$ cat config.mk
export PLATFORM = sky130hd
export DESIGN_NAME = midpoint_circle_rasterizer
export DESIGN_NICKNAME = d
export VERILOG_FILES = /design/src/mcr_pkg.sv /design/src/mcr_fifo.sv /design/src/mcr_front.sv /design/src/mcr_back.sv /design/src/midpoint_circle_rasterizer.sv
export SDC_FILE = /design/constraint.sdc
export NUM_CORES = 1
export LEC_CHECK = 0
export ABC_AREA = 1
export BUFFER_PORTS_ARGS = -buffer_cell sky130_fd_sc_hd__buf_4
export CAP_MARGIN = 20
export CORE_UTILIZATION = 40
export DETAILED_ROUTE_END_ITERATION = 16
export GPL_TIMING_DRIVEN = 1
export PLACE_DENSITY = 0.53
export SLEW_MARGIN = 10
export SYNTH_ARGS = -nofsm -noshare
export SYNTH_HDL_FRONTEND = slang
export SYNTH_SLANG_ARGS = --single-unit
export TNS_END_PERCENT = 20
$ cat constraint.sdc
create_clock -name clk -period 8.3 [get_ports clk]
set_input_delay 1.245 -clock clk [delete_from_list [all_inputs] [get_ports clk]]
set_output_delay 1.245 -clock clk [all_outputs]
set_load 0.02 [all_outputs]
$ cat src/mcr_pkg.sv
`default_nettype none
// ----------------------------------------------------------------------------
// mcr_pkg
// Shared types and constants for the midpoint circle rasterizer.
// ----------------------------------------------------------------------------
package mcr_pkg;

	typedef enum logic {
		OP_START   = 1'b0,
		OP_ADVANCE = 1'b1
	} op_t;

	localparam int DEC_BITS   = 16;
	localparam int OCT_POINTS = 8;
	localparam int PT_BITS    = 3;

	localparam logic [PT_BITS-1:0] PT_LAST = PT_BITS'(OCT_POINTS - 1);

	localparam logic signed [DEC_BITS-1:0] DEC_INIT   = 16'sd3;
	localparam logic signed [DEC_BITS-1:0] DEC_DIAG   = 16'sd10;
	localparam logic signed [DEC_BITS-1:0] DEC_STRAIT = 16'sd6;

endpackage

`default_nettype wire

$ cat src/mcr_fifo.sv
`default_nettype none
// ----------------------------------------------------------------------------
// mcr_fifo
// Small register queue between the step unit and the point emitter.
// ----------------------------------------------------------------------------
module mcr_fifo #(
	parameter int WIDTH = 51,
	parameter int DEPTH = 2
) (
	input  wire logic                       clk,
	input  wire logic                       arst_n,
	input  wire logic                       push,
	input  wire logic [WIDTH-1:0]           wr_data,
	input  wire logic                       pop,
	output logic [WIDTH-1:0]                rd_data,
	output logic                            full,
	output logic                            nonempty,
	output logic [$clog2(DEPTH+1)-1:0]      level
);

	localparam int PW = (DEPTH > 1) ? $clog2(DEPTH) : 1;
	localparam int CW = $clog2(DEPTH + 1);

	logic [WIDTH-1:0] mem_q [DEPTH];
	logic [PW-1:0]    wr_ptr_q;
	logic [PW-1:0]    rd_ptr_q;
	logic [CW-1:0]    count_q;
	logic             do_push;
	logic             do_pop;

	assign full     = (count_q == CW'(DEPTH));
	assign nonempty = (count_q != '0);
	assign level    = count_q;
	assign rd_data  = mem_q[rd_ptr_q];
	assign do_push  = push && !full;
	assign do_pop   = pop && nonempty;

	always_ff @(posedge clk) begin
		if (do_push) begin
			mem_q[wr_ptr_q] <= wr_data;
		end
	end

	always_ff @(posedge clk or negedge arst_n) begin
		if (!arst_n) begin
			wr_ptr_q <= '0;
			rd_ptr_q <= '0;
			count_q  <= '0;
		end else begin
			if (do_push) begin
				wr_ptr_q <= (wr_ptr_q == PW'(DEPTH - 1)) ? '0 : wr_ptr_q + 1'b1;
			end
			if (do_pop) begin
				rd_ptr_q <= (rd_ptr_q == PW'(DEPTH - 1)) ? '0 : rd_ptr_q + 1'b1;
			end
			if (do_push && !do_pop) begin
				count_q <= count_q + 1'b1;
			end else if (do_pop && !do_push) begin
				count_q <= count_q - 1'b1;
			end
		end
	end

endmodule

`default_nettype wire

$ cat src/mcr_front.sv
`default_nettype none
// ----------------------------------------------------------------------------
// mcr_front
// Takes start and advance items and keeps the circle state; a start, or an
// active advance (one decision-variable step), queues one octet descriptor.
// ----------------------------------------------------------------------------
module mcr_front
	import mcr_pkg::*;
#(
	parameter int COORD_BITS = 12
) (
	input  wire logic                          clk,
	input  wire logic                          arst_n,
	input  wire logic                          accept,
	input  wire logic                          operation,
	input  wire logic signed [COORD_BITS-1:0]  center_x,
	input  wire logic signed [COORD_BITS-1:0]  center_y,
	input  wire logic [COORD_BITS-2:0]         radius,
	output logic                               push,
	output logic [4*COORD_BITS+2:0]            push_data
);

	typedef struct packed {
		logic signed [COORD_BITS-1:0] ox;
		logic signed [COORD_BITS-1:0] oy;
		logic signed [COORD_BITS:0]   sx;
		logic signed [COORD_BITS:0]   sy;
		logic                         done;
	} desc_t;

	localparam logic signed [COORD_BITS:0] ONE = 1;

	logic signed [COORD_BITS-1:0] origin_x_q;
	logic signed [COORD_BITS-1:0] origin_y_q;
	logic signed [COORD_BITS:0]   step_x_q;
	logic signed [COORD_BITS:0]   step_y_q;
	logic signed [DEC_BITS-1:0]   decision_q;
	logic                         active_q;

	logic                         is_start;
	logic                         dec_pos;
	logic signed [COORD_BITS:0]   x_new;
	logic signed [COORD_BITS:0]   y_new;
	logic signed [COORD_BITS:0]   diff;
	logic signed [DEC_BITS-1:0]   dec_term;
	logic signed [DEC_BITS-1:0]   dec_new;
	logic signed [DEC_BITS-1:0]   r_dec;
	logic signed [DEC_BITS-1:0]   dec_init;
	logic signed [COORD_BITS:0]   r_step;
	logic                         done_new;
	desc_t                        desc;

	assign is_start = (op_t'(operation) == OP_START);

	always_comb begin
		dec_pos  = (decision_q > 0);
		x_new    = step_x_q + ONE;
		y_new    = dec_pos ? step_y_q - ONE : step_y_q;
		diff     = x_new - y_new;
		dec_term = dec_pos ? (DEC_BITS'(diff) <<< 2) + DEC_DIAG
		                   : (DEC_BITS'(x_new) <<< 2) + DEC_STRAIT;
		dec_new  = decision_q + dec_term;
		done_new = (y_new < x_new);
		r_dec    = signed'(DEC_BITS'(radius));
		dec_init = DEC_INIT - (r_dec <<< 1);
		r_step   = signed'({2'b00, radius});
	end

	always_comb begin
		if (is_start) begin
			desc.ox   = center_x;
			desc.oy   = center_y;
			desc.sx   = '0;
			desc.sy   = r_step;
			desc.done = 1'b0;
		end else begin
			desc.ox   = origin_x_q;
			desc.oy   = origin_y_q;
			desc.sx   = x_new;
			desc.sy   = y_new;
			desc.done = done_new;
		end
	end

	assign push      = accept && (is_start || active_q);
	assign push_data = desc;

	always_ff @(posedge clk or negedge arst_n) begin
		if (!arst_n) begin
			origin_x_q <= '0;
			origin_y_q <= '0;
			step_x_q   <= '0;
			step_y_q   <= '0;
			decision_q <= '0;
			active_q   <= 1'b0;
		end else if (accept) begin
			if (is_start) begin
				origin_x_q <= center_x;
				origin_y_q <= center_y;
				step_x_q   <= '0;
				step_y_q   <= r_step;
				decision_q <= dec_init;
				active_q   <= 1'b1;
			end else if (active_q) begin
				step_x_q   <= x_new;
				step_y_q   <= y_new;
				decision_q <= dec_new;
				active_q   <= !done_new;
			end
		end
	end

endmodule

`default_nettype wire

$ cat src/mcr_back.sv
`default_nettype none
// ----------------------------------------------------------------------------
// mcr_back
// Walks one queued octet, producing its eight symmetric points one per cycle
// into a registered output stage while that stage is not stalled.
// ----------------------------------------------------------------------------
module mcr_back
	import mcr_pkg::*;
#(
	parameter int COORD_BITS = 12
) (
	input  wire logic                        clk,
	input  wire logic                        arst_n,
	input  wire logic                        q_nonempty,
	input  wire logic [4*COORD_BITS+2:0]     q_data,
	output logic                             q_pop,
	output logic                             out_valid,
	input  wire logic                        out_ready,
	output logic signed [COORD_BITS:0]       point_x,
	output logic signed [COORD_BITS:0]       point_y,
	output logic                             last_of_step,
	output logic                             circle_done
);

	typedef struct packed {
		logic signed [COORD_BITS-1:0] ox;
		logic signed [COORD_BITS-1:0] oy;
		logic signed [COORD_BITS:0]   sx;
		logic signed [COORD_BITS:0]   sy;
		logic                         done;
	} desc_t;

	localparam int SW = COORD_BITS + 2;

	desc_t                  desc_q;
	logic [PT_BITS-1:0]     idx_q;
	logic                   busy_q;
	logic                   valid_q;
	logic                   out_free;
	logic                   emit_last;

	logic signed [COORD_BITS:0] a;
	logic signed [COORD_BITS:0] b;
	logic signed [SW-1:0]       px;
	logic signed [SW-1:0]       py;

	assign out_free  = !valid_q || out_ready;
	assign emit_last = busy_q && out_free && (idx_q == PT_LAST);
	assign q_pop     = q_nonempty && (!busy_q || emit_last);
	assign out_valid = valid_q;

	// idx bit 2 swaps x and y, bit 0 negates the x term, bit 1 the y term
	always_comb begin
		a  = idx_q[2] ? desc_q.sy : desc_q.sx;
		b  = idx_q[2] ? desc_q.sx : desc_q.sy;
		px = SW'(desc_q.ox) + (idx_q[0] ? -SW'(a) : SW'(a));
		py = SW'(desc_q.oy) + (idx_q[1] ? -SW'(b) : SW'(b));
	end

	always_ff @(posedge clk) begin
		if (busy_q && out_free) begin
			point_x      <= px[COORD_BITS:0];
			point_y      <= py[COORD_BITS:0];
			last_of_step <= (idx_q == PT_LAST);
			circle_done  <= desc_q.done;
		end
		if (q_pop) begin
			desc_q <= q_data;
		end
	end

	always_ff @(posedge clk or negedge arst_n) begin
		if (!arst_n) begin
			busy_q  <= 1'b0;
			idx_q   <= '0;
			valid_q <= 1'b0;
		end else begin
			if (out_free) begin
				valid_q <= busy_q;
			end
			if (q_pop) begin
				busy_q <= 1'b1;
				idx_q  <= '0;
			end else if (emit_last) begin
				busy_q <= 1'b0;
			end else if (busy_q && out_free) begin
				idx_q <= idx_q + 1'b1;
			end
		end
	end

endmodule

`default_nettype wire

$ cat src/midpoint_circle_rasterizer.sv
`default_nettype none
// ----------------------------------------------------------------------------
// midpoint_circle_rasterizer
// Midpoint circle rasterizer with eight-way symmetry, one point per transfer.
// ----------------------------------------------------------------------------
// A start item loads centre and radius and yields the first octet; each
// advance item takes one decision step and yields the next octet, the final
// one flagged circle_done. An advance with no circle in progress yields
// nothing. Every octet yields eight points on the output, one per cycle
// while out_ready does not stall them; the point emitter sets the sustained
// rate. The step unit takes one item per cycle into a two-entry queue while
// it is not full, so items are taken while earlier octets still drain.
module midpoint_circle_rasterizer
	import mcr_pkg::*;
#(
	parameter int COORD_BITS = 12
) (
	input  wire logic                          clk,
	input  wire logic                          arst_n,
	input  wire logic                          in_valid,
	output logic                               in_ready,
	input  wire logic                          operation,
	input  wire logic signed [COORD_BITS-1:0]  center_x,
	input  wire logic signed [COORD_BITS-1:0]  center_y,
	input  wire logic [COORD_BITS-2:0]         radius,
	output logic                               out_valid,
	input  wire logic                          out_ready,
	output logic signed [COORD_BITS:0]         point_x,
	output logic signed [COORD_BITS:0]         point_y,
	output logic                               last_of_step,
	output logic                               circle_done
);

	localparam int DW    = 4 * COORD_BITS + 3;
	localparam int QDEPTH = 2;
	localparam int LW    = $clog2(QDEPTH + 1);

	logic          accept;
	logic          push;
	logic [DW-1:0] push_data;
	logic          q_full;
	logic          q_nonempty;
	logic          q_pop;
	logic [DW-1:0] q_data;
	logic [LW-1:0] q_level;

	assign in_ready = !q_full;
	assign accept   = in_valid && in_ready;

	mcr_front #(
		.COORD_BITS(COORD_BITS)
	) u_front (
		.clk       (clk),
		.arst_n    (arst_n),
		.accept    (accept),
		.operation (operation),
		.center_x  (center_x),
		.center_y  (center_y),
		.radius    (radius),
		.push      (push),
		.push_data (push_data)
	);

	mcr_fifo #(
		.WIDTH(DW),
		.DEPTH(QDEPTH)
	) u_fifo (
		.clk      (clk),
		.arst_n   (arst_n),
		.push     (push),
		.wr_data  (push_data),
		.pop      (q_pop),
		.rd_data  (q_data),
		.full     (q_full),
		.nonempty (q_nonempty),
		.level    (q_level)
	);

	mcr_back #(
		.COORD_BITS(COORD_BITS)
	) u_back (
		.clk          (clk),
		.arst_n       (arst_n),
		.q_nonempty   (q_nonempty),
		.q_data       (q_data),
		.q_pop        (q_pop),
		.out_valid    (out_valid),
		.out_ready    (out_ready),
		.point_x      (point_x),
		.point_y      (point_y),
		.last_of_step (last_of_step),
		.circle_done  (circle_done)
	);

	a_level_bound: assert property (@(posedge clk) disable iff (!arst_n)
		q_level <= LW'(QDEPTH))
		else $error("queue level beyond depth");

	a_ready_full: assert property (@(posedge clk) disable iff (!arst_n)
		!in_ready |-> (q_level == LW'(QDEPTH)))
		else $error("input stalled with room in queue");

	a_start_queued: assert property (@(posedge clk) disable iff (!arst_n)
		(accept && (op_t'(operation) == OP_START)) |=> (q_level != '0))
		else $error("start transfer did not reach the queue");

endmodule

`default_nettype wire
Yosys cells after proc, flatten, opt, wreduce, memory -nomap -nowiden
Memories as Yosys holds them, arrays and structs flattened. A register that Yosys moved wholly into a read port is not among the register bits.
Index checks and enable logic that the tools add are counted.
{"block": "word_totals", "ff_bits": 104, "memories": 1, "ramBits": 102, "in_bits": 40}
{"memory": "u_fifo.mem_q", "words": 2, "word_bits": 51, "read_ports": 1, "rd_clocked_by_memory_dff": 1, "write_ports": 1, "line_no": "mcr_fifo.sv:24", "rtl": "logic [WIDTH-1:0] mem_q [DEPTH];"}
{"block": "classes", "order_cmp": 2, "n_mux": 26, "bitwise": 1, "n_reduce_logical": 25, "add_sub_neg": 16, "n_eq_ne": 4}
{"operator": "13-bit 2-to-1 mux", "n": 9}
{"operator": "51-bit 2-to-1 mux", "n": 1}
{"operator": "16-bit 2-to-1 mux", "n": 3}
{"operator": "12-bit by 13-bit adder with 13-bit output", "n": 2}
{"operator": "13-bit negator", "n": 2}
{"operator": "15-bit by 4-bit adder with 16-bit output, second input constant", "n": 1}
{"operator": "15-bit by 5-bit adder with 16-bit output, second input constant", "n": 1}
{"operator": "16-bit adder", "n": 1}
{"operator": "16-bit by 1-bit > comparator with 1-bit output, second input constant", "n": 1}
{"operator": "13-bit by 2-bit adder with 13-bit output, second input constant", "n": 1}
{"operator": "13-bit less-than comparator", "n": 1}
{"operator": "13-bit subtractor", "n": 1}
{"operator": "13-bit by 2-bit subtractor with 13-bit output, second input constant", "n": 1}
{"operator": "2-bit by 12-bit subtractor with 13-bit output, first input constant", "n": 1}
{"operator": "1-bit logical AND", "n": 9}
{"operator": "3-bit 2-to-1 mux", "n": 3}
{"operator": "1-bit 2-to-1 mux", "n": 8}
{"operator": "2-bit nonzero test", "n": 4}
{"operator": "1-bit zero test", "n": 6}
{"operator": "2-bit AND reduction", "n": 3}
{"operator": "2-bit 2-to-1 mux", "n": 2}
{"operator": "3-bit by 1-bit adder with 3-bit output, second input constant", "n": 1}
{"operator": "3-bit equality test, second input constant", "n": 1}
{"operator": "1-bit logical OR", "n": 3}
{"operator": "other kinds (7)", "n": 8}

Longest topological paths before layout
{"block": "depth", "word_depth": 10, "depth_mapped": 41, "ltp_nobuf": 40}

Cells and area by module
Synthesis repeated with hierarchy kept, for this count alone.
{"block": "hier_totals", "hier_cells": 1653, "hier_area_um2": 14495.2}
{"module": "mcr_front", "n_inst": 1, "cells_per_inst": 863, "area_each_um2": 5720.5}
{"module": "mcr_back", "n_inst": 1, "cells_per_inst": 489, "area_each_um2": 4770.8}
{"module": "mcr_fifo", "n_inst": 1, "cells_per_inst": 298, "area_each_um2": 3990.1}
{"module": "midpoint_circle_rasterizer", "n_inst": 1, "cells_per_inst": 3, "area_each_um2": 13.8}

Least setup slack after synthesis
OpenSTA, ideal clock, no wires.
{"block": "synth_path", "kind": "input-to-reg", "startpoint": "input port out_ready", "endpoint": "register u_fifo.count_q[1], in the netlist u_fifo.level[1]", "slack_ps": 2919, "path_stages": 9, "arrival_ps": 5251, "path_cell_list": "inv_1 -> nand2_1 -> a21oi_1 -> a21oi_1 -> inv_1 -> ha_1 -> a21oi_1 -> o21ai_0 -> xor2_1"}
{"block": "synth_between", "elab_chain_cells": 9, "elab_cells_between_ends": 11}
{"element": "from (decl)", "line_no": "midpoint_circle_rasterizer.sv:27", "rtl": "input wire logic out_ready,"}
{"element": "1-bit logical OR (*)", "line_no": "mcr_back.sv:47", "rtl": "assign out_free = !valid_q || out_ready;"}
{"element": "1-bit logical AND (*) (2 in series)", "line_no": "mcr_back.sv:48", "rtl": "assign emit_last = busy_q && out_free && (idx_q == PT_LAST);"}
{"element": "1-bit logical OR (*)", "line_no": "mcr_back.sv:49", "rtl": "assign q_pop = q_nonempty && (!busy_q || emit_last);"}
{"element": "1-bit logical AND (*)", "line_no": "mcr_back.sv:49"}
{"element": "net q_pop", "line_no": "midpoint_circle_rasterizer.sv:43", "rtl": "logic q_pop;"}
{"element": "1-bit logical AND (*)", "line_no": "mcr_fifo.sv:36", "rtl": "assign do_pop = pop && nonempty;"}
{"element": "1-bit zero test", "line_no": "mcr_fifo.sv:56", "rtl": "if (do_push && !do_pop) begin"}
{"element": "1-bit logical AND", "line_no": "mcr_fifo.sv:56"}
{"element": "2-bit 2-to-1 mux or 2-bit nonzero test (tied branches)"}
{"element": "to (signal assigned)", "line_no": "mcr_fifo.sv:57", "rtl": "count_q <= count_q + 1'b1;"}
{"element": "to (signal assigned)", "line_no": "mcr_fifo.sv:59", "rtl": "count_q <= count_q - 1'b1;"}
{"element": "to (decl)", "line_no": "mcr_fifo.sv:27", "rtl": "logic [CW-1:0] count_q;"}
The timed path passes the listed nets; every way through them passes the cells marked *.
A chain may end at the register's enable or synchronous reset.

Worst setup path in the final report
{"block": "layout_path", "startpoint": "register u_front.decision_q[1]", "endpoint": "register u_front.decision_q[15]"}
{"block": "layout_between", "elab_chain_cells": 8}
{"element": "from (decl)", "line_no": "mcr_front.sv:37", "rtl": "logic signed [DEC_BITS-1:0] decision_q;"}
{"element": "from (signal assigned)", "line_no": "mcr_front.sv:102", "rtl": "decision_q <= dec_init;"}
{"element": "from (signal assigned)", "line_no": "mcr_front.sv:107", "rtl": "decision_q <= dec_new;"}
{"element": "16-bit by 1-bit > comparator with 1-bit output", "line_no": "mcr_front.sv:56", "rtl": "dec_pos = (decision_q > 0);"}
{"element": "13-bit 2-to-1 mux", "line_no": "mcr_front.sv:58", "rtl": "y_new = dec_pos ? step_y_q - ONE : step_y_q;"}
{"element": "13-bit subtractor", "line_no": "mcr_front.sv:59", "rtl": "diff = x_new - y_new;"}
{"element": "15-bit by 5-bit adder with 16-bit output", "line_no": "mcr_front.sv:60", "rtl": "dec_term = dec_pos ? (DEC_BITS'(diff) <<< 2) + DEC_DIAG"}
{"element": "16-bit 2-to-1 mux", "line_no": "mcr_front.sv:60"}
{"element": "16-bit adder (*)", "line_no": "mcr_front.sv:62", "rtl": "dec_new = decision_q + dec_term;"}
{"element": "16-bit 2-to-1 mux (*)", "line_no": "mcr_front.sv:104", "rtl": "end else if (active_q) begin"}
{"element": "16-bit 2-to-1 mux (*)", "line_no": "mcr_front.sv:97", "rtl": "if (is_start) begin"}
Mark *: on every way between the ends. The rest lies on a longest branch, timed or not. The select of a mux whose other input is x is not followed.

==> impl_results.rst <==
.. list-table::
   :header-rows: 1

   * - Metric
     - Value
   * - Cells on Worst Hold Path
     - 0
   * - Library cell with the largest summed area after synthesis
     - edfxtp_1
   * - Worst setup SP type
     - flop
   * - Data required time at the worst endpoint
     - 8760 ps
   * - Number of vias in the routed layout
     - 10200
   * - Mean cell area of the mapped netlist
     - 9.05 um2
   * - Data arrival time of the critical path
     - 5630 ps
   * - Fill count
     - 3325
   * - Largest delay share family, worst path
     - simple AND/OR/NAND/NOR gates
   * - Pwr Density
     - 451 nW/um2
   * - Skew final
     - 11.3 ps
   * - Maximum number of pins on one net before global-route repair
     - 74
   * - Cell count of the worst reg-to-reg path
     - 39
   * - Clock Path Buffers
     - 3
   * - Min-delay worst type
     - reg2reg
   * - Met3 Resource Use GR
     - 0.0210
   * - Library cell contributing the largest single delay on the critical path
     - dfrtp_1
   * - Capture instance of the worst register-to-register path
     - u_front.decision_q[15]
   * - Area overhead of the layout relative to synthesis
     - 14.1%
   * - Async SR Flop Fraction
     - 0.296
   * - Total Routed Length
     - 33200 um
   * - First-pass GRT wire length
     - 52700 um
   * - Worst Hold Endpoint
     - u_back.circle_done
   * - Max IR drop VDD
     - 0.198 mV
   * - Number of standard cells after synthesis
     - 1538
   * - Remaining antenna violation count after routing
     - 0
   * - Relative slew slack
     - 0.403
   * - Remaining global-route overflow
     - 0
   * - Post-detailed-route wirelength per cell
     - 16.0 um
   * - Origin of the critical flop-to-flop path
     - u_front.decision_q[1]
   * - Final number of setup-violating endpoints
     - 0
   * - Area of the placeable core
     - 33900 um2
   * - Number of hold violations in the final report
     - 0
   * - Yosys Warn Count
     - 0
   * - Cell Int Power
     - 4120 uW
   * - Sequential share of the synthesized area
     - 0.527
   * - Worst setup path class
     - reg2reg
   * - RSZ-0062 raised after global routing
     - false
   * - Die area
     - 35600 um2
   * - GR Util met1
     - 0.290
   * - Stages on the worst setup path
     - 39
   * - Critical path buffer and inverter count
     - 7
   * - DP Wirelength
     - 24200 um
   * - Root buf cell
     - clkbuf_16
   * - Number of clock buffers inserted by TritonCTS
     - 29
   * - Area occupied by multi-input gates
     - 5750 um2
   * - Leakage power
     - 0.00706 uW
   * - Number of levels in the clock H-tree
     - 1
   * - Portion of the clock cycle consumed by the worst path in the final layout
     - 0.623
   * - Reg2reg setup slack
     - 3130 ps
   * - Gates resized, CTS repair
     - 0
   * - Setup Fix Bufs, Post-CTS
     - 0
   * - Net switching power figure
     - 3030 uW
   * - Sw Share
     - 0.424
   * - Worst setup EP type
     - flop
   * - Setup TNS after final layout
     - 0 ps
   * - Met2 GRT Util
     - 0.286
   * - Yosys reg bits
     - 257
   * - Number of sinks on the clock net
     - 257
   * - Worst Min Path Start
     - u_back.desc_q[0]
   * - Part of the power in registers
     - 0.327
   * - Layout Utilization
     - 0.469
   * - Number of global-route vias before repair
     - 9490
   * - Synth unique cells
     - 51
   * - Horiz. Die Dim
     - 189 um
   * - TritonCTS clock tree
     - built
   * - Number of nets in the final layout
     - 1706
   * - Clock transition at the registers of the reported paths
     - 60 ps
   * - Status
     - complete, no violations
   * - Share of Yosys cell area claimed by the top area cell type
     - 0.390
   * - Critical path's most frequent cell
     - nand2_1
   * - Number of antenna violations at the first check in global routing
     - 1
   * - Antenna diode count
     - 0
   * - Max-slew violation count
     - 0
   * - Clock Latency Late Sink
     - 530 ps
   * - Total area of sequential cells
     - 7340 um2
   * - Commonest register cell after synthesis
     - edfxtp_1
   * - Placement Rows
     - 67
   * - Final period demand of the worst path
     - 5170 ps
   * - Layer with the highest usage
     - met1
   * - Number of enable flip-flop cells after synthesis
     - 181
   * - Net count after synthesis
     - 1642
   * - RePlAce Congestion
     - 0.890
   * - Actual transition at the worst max-transition pin
     - 895 ps
   * - DRC violations left
     - 0
   * - Part of the power in combinational logic
     - 0.497
   * - Upper clock frequency limit
     - 193 MHz
   * - Proportion of power drawn by the clock network
     - 0.176
   * - Die extent in y
     - 189 um
   * - Detailed-route vias per instance
     - 4.93
   * - Number of max-capacitance violations reported
     - 0
   * - Starting Density
     - 0.411
   * - Critical Path Max Stage Delay
     - 440 ps
   * - Cell Area, Synth
     - 13900 um2
   * - Dominant cells by area after synthesis
     - edfxtp_1 (39%), dfrtp_1 (14%), nand2_1 (11%)
   * - Count of pins on the block boundary
     - 70
   * - Overall global routing resource usage
     - 0.190
   * - DRT Pass-1 Iters
     - 5
   * - Port Buffer Count
     - 69
   * - Share of post-route cells with drive strength above 1
     - 0.119
   * - Number of design-rule violations left by the first detailed-router iteration
     - 673
   * - Largest driver fanout on the critical path
     - 22
   * - CTS Hold Buffers Added
     - 0
-- layout make-up --
type,instances,area share
clock buffer,36,0.0492
clock inverter,16,0.0103
inverter,185,0.0438
multi-input combinational,1050,0.362
sequential,257,0.462
tap,448,0.0353
timing repair buffer,79,0.0373
-- kinds of logic (layout without fill, tap and decap cells) --
family	count (synthesis)	in the layout	synth area share
AND/OR/NAND/NOR	656	656	0.204
flip-flops	257	257	0.527
AO/OA/AOI/OAI	255	255	0.0994
buffers and inverters	231	316	0.0626
XOR/XNOR	75	75	0.0477
adder cells (fa/ha/maj)	64	64	0.0597
-- power groups by stage --
stage	Sequential, uW	Combinational (uW)	Clock (uW)
2_1_floorplan	2390	2580	0
4_1_cts	2340	3590	1290
5_1_grt	2390	4060	1340
3_3_place_gp	2360	3560	0
3_5_place_dp	2370	3570	0
6_report	2340	3560	1260
-- placed cells by master, fill, tap and decap left out, types with 50 or more instances in the layout --
cell	count
nand2_1	414
edfxtp_1	181
inv_1	176
o21ai_0	158
nor2_1	103
buf_4	79
dfrtp_1	76
ha_1	60
a21oi_1	53
xor2_1	52
nand3_1	50
-- worst max-delay path by stage --
stage / end / from
global placement: u_front.decision_q[15] / u_front.decision_q[13]
floorplan: u_fifo.level[1] / out_ready
CTS: u_front.decision_q[15] / u_front.decision_q[1]
finish: u_front.decision_q[15] / u_front.decision_q[1]
global route: u_front.decision_q[15] / u_front.decision_q[2]
detailed placement: u_front.decision_q[15] / u_front.decision_q[13]
-- synthesized netlist by cell type (2+ instances only) --
cell type / number
nand3_1: 50
xnor2_1: 22
nor2_1: 105
edfxtp_1: 181
a31oi_1: 7
clkbuf_1: 38
nand3_2: 10
o31ai_1: 4
nand4_1: 10
o21ai_0: 158
inv_1: 176
nor2_2: 6
a2bb2oi_1: 7
xor2_1: 52
buf_1: 6
nand2_2: 19
fa_1: 4
nor4_1: 3
o21a_1: 7
a21oi_1: 55
nand3_4: 3
o21bai_1: 3
and2_1: 3
ha_1: 60
nor3b_1: 2
or2_2: 6
dfrtp_1: 76
nand2_1: 415
nand2_4: 4
o21ai_1: 2
buf_2: 2
nor3_1: 15
nor2_4: 2
o211ai_1: 2
inv_2: 7
-- worst reg2reg max path, delay by kind of cell, from the launching register on --
| family | cells | cell delay (ps) |
|---|---|---|
| flops | 1 | 440 |
| fa+ha+maj | 2 | 630 |
| xor+xnor | 2 | 310 |
| buf+inv | 7 | 680 |
| compound gates | 7 | 1120 |
| simple gates | 21 | 1930 |
-- layer usage --
layer | up-vias | wire length [um]
met4 | 0 | 793
met1 | 4713 | 16500
met2 | 246 | 14200
met5 | - | 0
li1 | 5208 | -
met3 | 42 | 1680
-- through the flow --
step                cell area, um2  worst slack (ps)  hold WS [ps]  power, uW  instances
floorplan                    13900              2920           400       4970       1538
global placement             14900              3240           404       5920       2019
detailed placement           14900              3190           407       5940       2019
CTS                          15900              3140           422       7220       2071
global route                 15900              2440           438       7790       2071
finish                       15900              3130           419       7150       2071
-- state kept, by name, summed over array words and instances (netlist names) --
signal               count
u_fifo.mem_q           102
u_back.last_of_step      1
u_front.origin_y_q      12
u_back.busy_q            1
u_front.step_y_q        13
u_front.active_q         1
u_front.origin_x_q      12
u_front.decision_q      16
u_back.idx_q             3
u_fifo.rd_ptr_q          1
u_back.point_x          13
u_fifo.wr_ptr_q          1
u_front.step_x_q        13
u_back.point_y          13
u_back.circle_done       1
u_back.desc_q           51
u_fifo.level             2
u_back.out_valid         1
Note: power is estimated with default switching activity, not from simulation.
